`config.mk`:
```
export PLATFORM = sky130hd
export DESIGN_NAME = affinity_cross_unique_filter
export DESIGN_NICKNAME = d
export VERILOG_FILES = /design/src/afcu_pkg.sv /design/src/affinity_cross_unique_filter.sv /design/src/afcu_ctrl.sv /design/src/afcu_dp.sv
export VERILOG_INCLUDE_DIRS = /design/src /design/src/src
export SDC_FILE = /design/constraint.sdc
export NUM_CORES = 2
export LEC_CHECK = 0
export BUFFER_PORTS_ARGS = -buffer_cell sky130_fd_sc_hd__buf_2
export CAP_MARGIN = 20
export CELL_PAD_IN_SITES_DETAIL_PLACEMENT = 1
export CELL_PAD_IN_SITES_GLOBAL_PLACEMENT = 1
export CORE_ASPECT_RATIO = 1.5
export CORE_MARGIN = 2
export CORE_UTILIZATION = 50
export DETAILED_ROUTE_END_ITERATION = 16
export PLACE_DENSITY = 0.79
export SLEW_MARGIN = 10
export SYNTH_ARGS = -nofsm -noshare
export SYNTH_HDL_FRONTEND = slang
export SYNTH_SLANG_ARGS = --single-unit
```
`constraint.sdc`:
```
create_clock -name clk_i -period 9.7 [get_ports clk_i]
set_input_delay 1.455 -clock clk_i [delete_from_list [all_inputs] [get_ports clk_i]]
set_output_delay 1.455 -clock clk_i [all_outputs]
set_load 0.01 [all_outputs]
```
`src/affinity_cross_unique_filter_defines.svh`:
```
// Assertion macros for the cross-unique affinity filter.
// Expects clk_i and rst_ni in the scope of each use; no other dependencies.
`ifndef AFFINITY_CROSS_UNIQUE_FILTER_DEFINES_SVH
`define AFFINITY_CROSS_UNIQUE_FILTER_DEFINES_SVH

// Same-cycle implication, checked at every rising edge outside reset.
`define AFCU_ASSERT_NOW(lbl, ante, cons, msg) \
  lbl: assert property (@(posedge clk_i) disable iff (!rst_ni) (ante) |-> (cons)) \
    else $error(msg);

// Next-cycle implication, checked at every rising edge outside reset.
`define AFCU_ASSERT_NEXT(lbl, ante, cons, msg) \
  lbl: assert property (@(posedge clk_i) disable iff (!rst_ni) (ante) |=> (cons)) \
    else $error(msg);

`endif

```
`src/afcu_pkg.sv`:
```
// Shared types and constants of the cross-unique affinity filter.
// Used by the controller, the datapath and the top level; no dependencies.
package afcu_pkg;

  localparam int DATA_W    = 16;  // Q5.11 entries and threshold registers
  localparam int IDX_W     = 3;   // row and column index fields
  localparam int DIM_W     = 4;   // num_rows / num_cols registers
  localparam int CFG_IDX_W = 2;

  // Register indexes of the configuration port
  localparam logic [CFG_IDX_W-1:0] CFG_HIGH_THR  = 2'd0;
  localparam logic [CFG_IDX_W-1:0] CFG_OTHER_THR = 2'd1;
  localparam logic [CFG_IDX_W-1:0] CFG_NUM_ROWS  = 2'd2;
  localparam logic [CFG_IDX_W-1:0] CFG_NUM_COLS  = 2'd3;

  // 10.0 in Q5.11
  localparam logic signed [DATA_W-1:0] SELECT_VALUE = 16'sd20480;

  // Controller to datapath
  typedef struct packed {
    logic ld_wr;      // store the input item, advance the load position
    logic vis_start;  // walk position to the first entry
    logic vis_next;   // walk position to the next entry, row-major
    logic rd_cur;     // read the entry at the walk position
    logic pos_start;  // restart the column-then-row sweep
    logic scan_step;  // read one sweep entry and check the returned one
    logic wr_step;    // write one sweep entry
    logic out_ld;     // capture the read entry into the output register
  } cmd_t;

  // Datapath to controller
  typedef struct packed {
    logic ld_last;     // load position is the final entry
    logic above_high;  // read entry is above the high threshold
    logic vis_last;    // walk position is the final entry
    logic pos_last;    // sweep position is its final entry
    logic scan_done;   // all sweep reads issued and checked
    logic blocked;     // a competing entry is above the other threshold
  } sts_t;

endpackage

```
`src/affinity_cross_unique_filter.sv`:
```
// Cross-unique affinity filter top level: controller, datapath and checks.
// Load: one item per cycle while in_ready_o is high. After the last item, the
// filter pass reads each entry in turn; for an entry above the high threshold it
// sweeps reads over the entry's column and row, and writes them when the entry is
// selected. Emit: one result at a time, each held until taken.
// Reset (rst_ni low, asynchronous): thresholds 0, dimensions at maximum,
// load position cleared, block ready for items; matrix contents undefined.
module affinity_cross_unique_filter #(
  parameter int MAX_ROWS = 8,
  parameter int MAX_COLS = 8
) (
  input  logic                                clk_i,
  input  logic                                rst_ni,
  // configuration write port
  input  logic                                cfg_we_i,
  input  logic [afcu_pkg::CFG_IDX_W-1:0]      cfg_idx_i,
  input  logic [afcu_pkg::DATA_W-1:0]         cfg_wdata_i,
  // input items
  input  logic                                in_valid_i,
  output logic                                in_ready_o,
  input  logic signed [afcu_pkg::DATA_W-1:0]  affinity_value_i,
  // result items
  output logic                                out_valid_o,
  input  logic                                out_ready_i,
  output logic signed [afcu_pkg::DATA_W-1:0]  filtered_value_o,
  output logic [afcu_pkg::IDX_W-1:0]          entry_row_o,
  output logic [afcu_pkg::IDX_W-1:0]          entry_col_o,
  output logic                                last_result_o
);
  import afcu_pkg::*;
  `include "affinity_cross_unique_filter_defines.svh"

  cmd_t cmd;
  sts_t sts;

  // Sequence the three phases: take items, filter the stored matrix, emit it
  afcu_ctrl u_ctrl (
    .clk_i       (clk_i),
    .rst_ni      (rst_ni),
    .in_valid_i  (in_valid_i),
    .in_ready_o  (in_ready_o),
    .out_valid_o (out_valid_o),
    .out_ready_i (out_ready_i),
    .sts_i       (sts),
    .cmd_o       (cmd)
  );

  // Hold the matrix, walk it and compare against the thresholds
  afcu_dp #(
    .MAX_ROWS (MAX_ROWS),
    .MAX_COLS (MAX_COLS)
  ) u_dp (
    .clk_i            (clk_i),
    .rst_ni           (rst_ni),
    .cfg_we_i         (cfg_we_i),
    .cfg_idx_i        (cfg_idx_i),
    .cfg_wdata_i      (cfg_wdata_i),
    .affinity_value_i (affinity_value_i),
    .cmd_i            (cmd),
    .sts_o            (sts),
    .filtered_value_o (filtered_value_o),
    .entry_row_o      (entry_row_o),
    .entry_col_o      (entry_col_o),
    .last_result_o    (last_result_o)
  );

  // Loading and emitting never overlap
  `AFCU_ASSERT_NOW(a_load_emit_excl, in_ready_o, !out_valid_o, "ready while a result is shown")
  // The final load item starts the filter pass and closes the input side
  `AFCU_ASSERT_NEXT(a_last_load_stalls, in_valid_i && in_ready_o && sts.ld_last, !in_ready_o, "input still open after final entry")
  // Only the final result reopens the input side
  `AFCU_ASSERT_NEXT(a_mid_emit_closed, out_valid_o && out_ready_i && !last_result_o, !in_ready_o, "input reopened before final result")
  `AFCU_ASSERT_NEXT(a_last_reopens, out_valid_o && out_ready_i && last_result_o, in_ready_o, "input not reopened after final result")

endmodule

```
`src/afcu_ctrl.sv`:
```
// Sequencer of the cross-unique affinity filter: load, filter pass, emit.
// Depends on afcu_pkg for the command and status structs.
module afcu_ctrl (
  input  logic            clk_i,
  input  logic            rst_ni,
  input  logic            in_valid_i,
  output logic            in_ready_o,
  output logic            out_valid_o,
  input  logic            out_ready_i,
  input  afcu_pkg::sts_t  sts_i,
  output afcu_pkg::cmd_t  cmd_o
);
  import afcu_pkg::*;

  typedef enum logic [2:0] {
    S_LOAD,
    S_VIS_RD,
    S_VIS_CHK,
    S_SCAN,
    S_WRITE,
    S_NEXT,
    S_EM_RD,
    S_EM_HOLD
  } state_e;

  state_e state_q, state_d;
  logic   in_rdy_q, out_vld_q;
  logic   in_rdy_d, out_vld_d;

  always_comb begin
    state_d   = state_q;
    cmd_o     = '0;
    in_rdy_d  = in_rdy_q;
    out_vld_d = out_vld_q;
    unique case (state_q)
      S_LOAD: begin
        if (in_valid_i && in_rdy_q) begin
          cmd_o.ld_wr = 1'b1;
          if (sts_i.ld_last) begin
            cmd_o.vis_start = 1'b1;
            in_rdy_d        = 1'b0;
            state_d         = S_VIS_RD;
          end
        end
      end
      S_VIS_RD: begin
        cmd_o.rd_cur = 1'b1;
        state_d      = S_VIS_CHK;
      end
      S_VIS_CHK: begin
        if (sts_i.above_high) begin
          cmd_o.pos_start = 1'b1;
          state_d         = S_SCAN;
        end else begin
          state_d = S_NEXT;
        end
      end
      S_SCAN: begin
        if (sts_i.scan_done) begin
          if (sts_i.blocked) begin
            state_d = S_NEXT;
          end else begin
            cmd_o.pos_start = 1'b1;
            state_d         = S_WRITE;
          end
        end else begin
          cmd_o.scan_step = 1'b1;
        end
      end
      S_WRITE: begin
        cmd_o.wr_step = 1'b1;
        if (sts_i.pos_last) begin
          state_d = S_NEXT;
        end
      end
      S_NEXT: begin
        if (sts_i.vis_last) begin
          cmd_o.vis_start = 1'b1;
          state_d         = S_EM_RD;
        end else begin
          cmd_o.vis_next = 1'b1;
          state_d        = S_VIS_RD;
        end
      end
      S_EM_RD: begin
        // read issued here; the returned entry is captured into the output register in S_EM_HOLD
        cmd_o.rd_cur = 1'b1;
        state_d      = S_EM_HOLD;
      end
      S_EM_HOLD: begin
        if (!out_vld_q) begin
          cmd_o.out_ld = 1'b1;
          out_vld_d    = 1'b1;
        end else if (out_ready_i) begin
          out_vld_d = 1'b0;
          if (sts_i.vis_last) begin
            in_rdy_d = 1'b1;
            state_d  = S_LOAD;
          end else begin
            cmd_o.vis_next = 1'b1;
            state_d        = S_EM_RD;
          end
        end
      end
      default: begin
        state_d = S_LOAD;
      end
    endcase
  end

  always_ff @(posedge clk_i or negedge rst_ni) begin
    if (!rst_ni) begin
      state_q   <= S_LOAD;
      in_rdy_q  <= 1'b1;
      out_vld_q <= 1'b0;
    end else begin
      state_q   <= state_d;
      in_rdy_q  <= in_rdy_d;
      out_vld_q <= out_vld_d;
    end
  end

  assign in_ready_o  = in_rdy_q;
  assign out_valid_o = out_vld_q;

endmodule

```
`src/afcu_dp.sv`:
```
// Datapath of the cross-unique affinity filter: configuration registers,
// matrix memory, position counters, threshold compares and output register.
// Depends on afcu_pkg for widths, register indexes and the command structs.
module afcu_dp #(
  parameter int MAX_ROWS = 8,
  parameter int MAX_COLS = 8
) (
  input  logic                                  clk_i,
  input  logic                                  rst_ni,
  input  logic                                  cfg_we_i,
  input  logic [afcu_pkg::CFG_IDX_W-1:0]        cfg_idx_i,
  input  logic [afcu_pkg::DATA_W-1:0]           cfg_wdata_i,
  input  logic signed [afcu_pkg::DATA_W-1:0]    affinity_value_i,
  input  afcu_pkg::cmd_t                        cmd_i,
  output afcu_pkg::sts_t                        sts_o,
  output logic signed [afcu_pkg::DATA_W-1:0]    filtered_value_o,
  output logic [afcu_pkg::IDX_W-1:0]            entry_row_o,
  output logic [afcu_pkg::IDX_W-1:0]            entry_col_o,
  output logic                                  last_result_o
);
  import afcu_pkg::*;

  localparam int Depth = MAX_ROWS * MAX_COLS;
  localparam int AddrW = (Depth > 1) ? $clog2(Depth) : 1;
  localparam logic [DIM_W-1:0] MaxRows = DIM_W'(MAX_ROWS);
  localparam logic [DIM_W-1:0] MaxCols = DIM_W'(MAX_COLS);

  function automatic logic [DIM_W-1:0] clamp_dim(input logic [DIM_W-1:0] v,
                                                 input logic [DIM_W-1:0] maxv);
    if (v == '0) begin
      return DIM_W'(1);
    end else if (v > maxv) begin
      return maxv;
    end
    return v;
  endfunction

  function automatic logic [AddrW-1:0] addr_of(input logic [IDX_W-1:0] r,
                                               input logic [IDX_W-1:0] c);
    return AddrW'(int'(r) * MAX_COLS + int'(c));
  endfunction

  // Configuration
  logic signed [DATA_W-1:0] hi_thr_q, oth_thr_q;
  logic [DIM_W-1:0]         nr_q, nc_q;
  logic [DIM_W-1:0]         nr_m1, nc_m1;
  logic                     dim_wr;

  // Positions
  logic [IDX_W-1:0] ld_row_q, ld_col_q;
  logic [IDX_W-1:0] vi_q, vj_q;
  logic [IDX_W-1:0] k_q;
  logic             ph_q;          // 0: column sweep, 1: row sweep
  logic             issue_done_q;
  logic             chk_vld_q, chk_self_q, blocked_q;

  logic [IDX_W-1:0] pos_r, pos_c;
  logic             pos_self, k_last;
  logic             ld_last, vis_row_last, vis_col_last;

  // Memory
  logic signed [DATA_W-1:0] mem_q [Depth];
  logic signed [DATA_W-1:0] rd_data_q;
  logic                     wr_en, rd_en;
  logic [AddrW-1:0]         wr_addr, rd_addr;
  logic signed [DATA_W-1:0] wr_data;

  assign dim_wr = cfg_we_i && ((cfg_idx_i == CFG_NUM_ROWS) || (cfg_idx_i == CFG_NUM_COLS));

  always_ff @(posedge clk_i or negedge rst_ni) begin
    if (!rst_ni) begin
      hi_thr_q  <= '0;
      oth_thr_q <= '0;
      nr_q      <= MaxRows;
      nc_q      <= MaxCols;
    end else if (cfg_we_i) begin
      unique case (cfg_idx_i)
        CFG_HIGH_THR:  hi_thr_q  <= cfg_wdata_i;
        CFG_OTHER_THR: oth_thr_q <= cfg_wdata_i;
        CFG_NUM_ROWS:  nr_q      <= clamp_dim(cfg_wdata_i[DIM_W-1:0], MaxRows);
        CFG_NUM_COLS:  nc_q      <= clamp_dim(cfg_wdata_i[DIM_W-1:0], MaxCols);
        default: ;
      endcase
    end
  end

  assign nr_m1 = nr_q - DIM_W'(1);
  assign nc_m1 = nc_q - DIM_W'(1);

  assign ld_last      = ({1'b0, ld_row_q} == nr_m1) && ({1'b0, ld_col_q} == nc_m1);
  assign vis_row_last = ({1'b0, vi_q} == nr_m1);
  assign vis_col_last = ({1'b0, vj_q} == nc_m1);

  // Sweep: column of the visited entry first, then its row
  assign pos_r    = ph_q ? vi_q : k_q;
  assign pos_c    = ph_q ? k_q  : vj_q;
  assign pos_self = ph_q ? (k_q == vj_q) : (k_q == vi_q);
  assign k_last   = ph_q ? ({1'b0, k_q} == nc_m1) : ({1'b0, k_q} == nr_m1);

  // Load position; a dimension write drops a partial load
  always_ff @(posedge clk_i or negedge rst_ni) begin
    if (!rst_ni) begin
      ld_row_q <= '0;
      ld_col_q <= '0;
    end else if (dim_wr) begin
      ld_row_q <= '0;
      ld_col_q <= '0;
    end else if (cmd_i.ld_wr) begin
      if (ld_last) begin
        ld_row_q <= '0;
        ld_col_q <= '0;
      end else if ({1'b0, ld_col_q} == nc_m1) begin
        ld_col_q <= '0;
        ld_row_q <= ld_row_q + IDX_W'(1);
      end else begin
        ld_col_q <= ld_col_q + IDX_W'(1);
      end
    end
  end

  // Walk position, shared by the filter pass and the emit pass
  always_ff @(posedge clk_i or negedge rst_ni) begin
    if (!rst_ni) begin
      vi_q <= '0;
      vj_q <= '0;
    end else if (cmd_i.vis_start) begin
      vi_q <= '0;
      vj_q <= '0;
    end else if (cmd_i.vis_next) begin
      if (vis_col_last) begin
        vj_q <= '0;
        vi_q <= vi_q + IDX_W'(1);
      end else begin
        vj_q <= vj_q + IDX_W'(1);
      end
    end
  end

  // Sweep counter and the pipelined blocking check
  always_ff @(posedge clk_i or negedge rst_ni) begin
    if (!rst_ni) begin
      k_q          <= '0;
      ph_q         <= 1'b0;
      issue_done_q <= 1'b0;
      chk_vld_q    <= 1'b0;
      chk_self_q   <= 1'b0;
      blocked_q    <= 1'b0;
    end else if (cmd_i.pos_start) begin
      k_q          <= '0;
      ph_q         <= 1'b0;
      issue_done_q <= 1'b0;
      chk_vld_q    <= 1'b0;
      blocked_q    <= 1'b0;
    end else begin
      if ((cmd_i.scan_step || cmd_i.wr_step) && !issue_done_q) begin
        if (k_last) begin
          k_q <= '0;
          if (ph_q) begin
            issue_done_q <= 1'b1;
          end else begin
            ph_q <= 1'b1;
          end
        end else begin
          k_q <= k_q + IDX_W'(1);
        end
      end
      if (cmd_i.scan_step) begin
        chk_vld_q  <= !issue_done_q;
        chk_self_q <= pos_self;
        if (chk_vld_q && !chk_self_q && (rd_data_q > oth_thr_q)) begin
          blocked_q <= 1'b1;
        end
      end
    end
  end

  assign wr_en   = cmd_i.ld_wr || cmd_i.wr_step;
  assign wr_addr = cmd_i.ld_wr ? addr_of(ld_row_q, ld_col_q) : addr_of(pos_r, pos_c);
  assign wr_data = cmd_i.ld_wr ? affinity_value_i : (pos_self ? SELECT_VALUE : '0);
  assign rd_en   = cmd_i.rd_cur || (cmd_i.scan_step && !issue_done_q);
  assign rd_addr = cmd_i.rd_cur ? addr_of(vi_q, vj_q) : addr_of(pos_r, pos_c);

  always_ff @(posedge clk_i) begin
    if (wr_en) begin
      mem_q[wr_addr] <= wr_data;
    end
    if (rd_en) begin
      rd_data_q <= mem_q[rd_addr];
    end
  end

  always_ff @(posedge clk_i) begin
    if (cmd_i.out_ld) begin
      filtered_value_o <= rd_data_q;
      entry_row_o      <= vi_q;
      entry_col_o      <= vj_q;
      last_result_o    <= vis_row_last && vis_col_last;
    end
  end

  assign sts_o.ld_last    = ld_last;
  assign sts_o.above_high = (rd_data_q > hi_thr_q);
  assign sts_o.vis_last   = vis_row_last && vis_col_last;
  assign sts_o.pos_last   = ph_q && k_last;
  assign sts_o.scan_done  = issue_done_q && !chk_vld_q;
  assign sts_o.blocked    = blocked_q;

endmodule
```
==> impl_metrics.toml <==
[outcome]
status = "completed"

[sta]
tightest_slew_ns = 1.31
hold_viol_final = 0
setup_viol = 0
fin_setup_tns_ns = 0
slew_viol_final = 0
clock.fmax_mhz = 181
clock_skew_ns = 0.0352
rsz0062_at_grt = "no"
slew_headroom = 0.119
fin_crit_sh = 0.569
period_needed_ns = 5.52
fin_ws_ns = 4.18

[placement]
place.gp.congestion = 0.998
hpwl_um = 94300
port_buffers = 63
dpl_worst_slack_ns = 4.43

[die]
die_h_um = 378
die_area_um2 = 95700
row_count = 137
ios = 64
die_w_um = 253
core_um2 = 92700
start_util = 0.503

[logic_synthesis]
synth_commonest_cells = "1063 x edfxtp_1, 627 x nand2_1, 243 x mux2i_1, 225 x nand3_1, 195 x a21oi_1"
synth_cells = 3356
synthAdderAreaFrac = 0.0105
ys_ff_latch = 1128
synth_edf_count = 1063
yosysWarningCount = 0
synth_most_common_cell = "edfxtp_1"
ys_seq_area_frac = 0.720
synthMuxAreaShare = 0.0580
synth_compound_area_frac = 0.0744
synthArstFlopShare = 0.0576
synth_simple_gate_area_share = 0.107
synthXorXnorAreaFrac = 0.00491
syn_nets = 3434
syn_area_per_cell_um2 = 13.9
post_synth_main_area_contributors = "edfxtp_1 68%, mux2i_1 5.2%, nand2_1 5.0%, dfrtp_1 3.3%, nand3_1 2.4%"
synth_area_leader_cell = "edfxtp_1"
synth.lib_cells_used.distinct = 76
synthesis.area_um2 = 46600
synth_top_family_by_area = "simple AND/OR/NAND/NOR gates"
synth_flop_cell = "edfxtp_1"
yosysTopAreaCellShare = 0.685

[clock_tree]
clk_pin_slew_ns = 0.07
hold_buffers = 0
cts-root-buf = "clkbuf_16"
clock_path_buffers = 3
post_cts_buffers = 0
tritoncts = "yes"
clock_latency_ns = 0.74
cts.sinks = 1128
htree_levels = 3
cts_resized = 0
cts_made_buffers = 103

[global_route]
grtUsageTotal = 0.323
antenna_found_initial = 5
grt_pass1_wl_um = 220000
grt_pass1_vias = 31900
grt_max_degree = 154
overflow = 0

[power]
cellLeakagePower_nw = 19.8
powerDensity_nw_per_um2 = 331
ir_worst_vdd_mv = 0.318

[worst_setup_path]
cp-start-kind = "register"
path_buf_inv = 3
required_ns = 10.31
cp_top_family = "buffers and inverters"
critical_path.most_common_cell = "buf_4"
critPathSlowestCell = "nor4_1"
endpoint_kind = "register"
worst-path-max-fanout = 141
cpPeakStageDelay_ns = 0.88
arrival_ns = 6.13
worstPathCellList = "nor3b_4 -> nor3_1 -> nor3_2 -> buf_12 -> buf_4 -> buf_4 -> a21oi_1 -> a22oi_1 -> o221ai_1 -> nor4_1 -> a22o_1"
critPathKind = "reg -> reg"

[cells_and_area]
drive_above_1_share = 0.117
nFillCells = 8886
syn_to_final_growth_pct = 11.5
fin_util = 0.561
final_nets = 3532

[detailed_routing]
drc = 0
dr.pass1.iters = 5
initialDrtViolationCount = 3657
wirelength_um = 154000
via_count = 30800
wl_per_cell_um = 32.1
ant_nets = 0
vias_per_cell = 6.42

[hold_path]
hold_class = "reg -> reg"

[flow_run]
drv_cap = 0
==> power breakdown <==
part           leakage (nW)  internal (W)  switching, W
Combinational          5.49       0.00183       0.00528
Sequential             12.6       0.00569      0.000179
Clock                  1.69       0.00240       0.00185
==> state kept, by name, summed over array words and instances, names as in the netlist, 3 cells and up <==
| name | count |
|---|---|
| u_dp.k_q | 3 |
| u_dp.entry_col_o | 3 |
| u_dp.filtered_value_o | 16 |
| u_dp.rd_data_q | 16 |
| u_dp.entry_row_o | 3 |
| u_dp.nc_q | 4 |
| u_dp.ld_col_q | 3 |
| u_dp.vj_q | 3 |
| u_dp.oth_thr_q | 16 |
| u_dp.vi_q | 3 |
| u_ctrl.state_q | 3 |
| u_dp.nr_q | 4 |
| u_dp.hi_thr_q | 16 |
| u_dp.mem_q | 1024 |
| u_dp.ld_row_q | 3 |
==> through the flow <==
step / hold slack [ns] / total power, W / instances / instance area, um2
after floorplan: 0.423 / 0.00998 / 3356 / 46600
after global placement: 0.487 / 0.0126 / 4592 / 48500
after detailed placement: 0.493 / 0.0127 / 4593 / 48500
after CTS: 0.508 / 0.0169 / 4785 / 51900
after global routing: 0.530 / 0.0176 / 4792 / 52000
final: 0.508 / 0.0172 / 4795 / 52000
==> final timing paths <==
path | from | to | slack [ns] | cells after the start
min in group asynchronous | rst_ni | u_dp.oth_thr_q[10] | 0.55 | 1
hold / removal | u_dp.oth_thr_q[6] | u_dp.oth_thr_q[6] | 0.51 | 1
max in group asynchronous | rst_ni | u_dp.vi_q[1] | 8.05 | 2
setup reg to reg | u_ctrl.state_q[0] | u_dp.rd_data_q[2] | 4.18 | 11
setup / recovery | u_ctrl.state_q[0] | u_dp.rd_data_q[2] | 4.18 | 11
hold reg to reg | u_dp.oth_thr_q[6] | u_dp.oth_thr_q[6] | 0.51 | 1
==> cells by family after synthesis <==
logic type | after synthesis
DFF | 1128
and+or+nand+nor | 1127
AOI/OAI and AO/OA | 533
muxes | 267
buffers and inverters | 239
adders and majority gates | 39
xor gates and xnor gates | 23
==> routing by layer <==
layer | vias up | wire length (um) | track usage
met5 | - | 23 | 0
met4 | 4 | 14600 | 0.261
met3 | 558 | 11900 | 0.0740
met2 | 1652 | 75600 | 0.540
met1 | 15800 | 51600 | 0.352
li1 | 12800 | - | -
==> cells in the final DEF, fill, tap and decap left out, types with 7 or more instances in the layout <==
cell / n
edfxtp_1: 1063
nand2_1: 625
mux2i_1: 243
nand3_1: 224
a21oi_1: 195
buf_4: 114
nor2_1: 108
clkbuf_16: 105
o21ai_0: 86
buf_2: 67
dfrtp_1: 62
o221ai_1: 48
nor3_1: 45
inv_1: 44
ha_1: 39
nor4_1: 36
a22oi_1: 31
o22ai_1: 30
a22o_1: 27
mux2_2: 24
clkinv_1: 24
clkbuf_1: 21
clkinv_2: 16
a21o_1: 15
bufinv_16: 15
xor2_1: 14
and2_2: 14
o31ai_1: 13
a221oi_1: 11
a31oi_1: 10
a211oi_1: 10
nand2b_1: 8
nor3b_1: 7
o221a_2: 7
a32oi_1: 7
xnor2_1: 7
==> worst register-to-register path, cell delays in order, from the launching register on <==
cell	delay [ns]
dfrtp_1	0.78
nor3b_4	0.37
nor3_1	0.12
nor3_2	0.26
buf_12	0.54
buf_4	0.88
buf_4	0.69
a21oi_1	0.12
a22oi_1	0.22
o221ai_1	0.31
nor4_1	0.88
a22o_1	0.25
==> layout make-up <==
type	count	area, um2	share of cell area
sequential	1128	33600	0.645
multi-input combinational	1989	11900	0.230
clock buffer	127	2720	0.0523
tap	1251	1570	0.0301
timing repair buffer	188	1290	0.0249
clock inverter	65	748	0.0144
inverter	44	165	0.00318
antenna	3	7.51	0.000144
(Power assumes the default switching activity.)
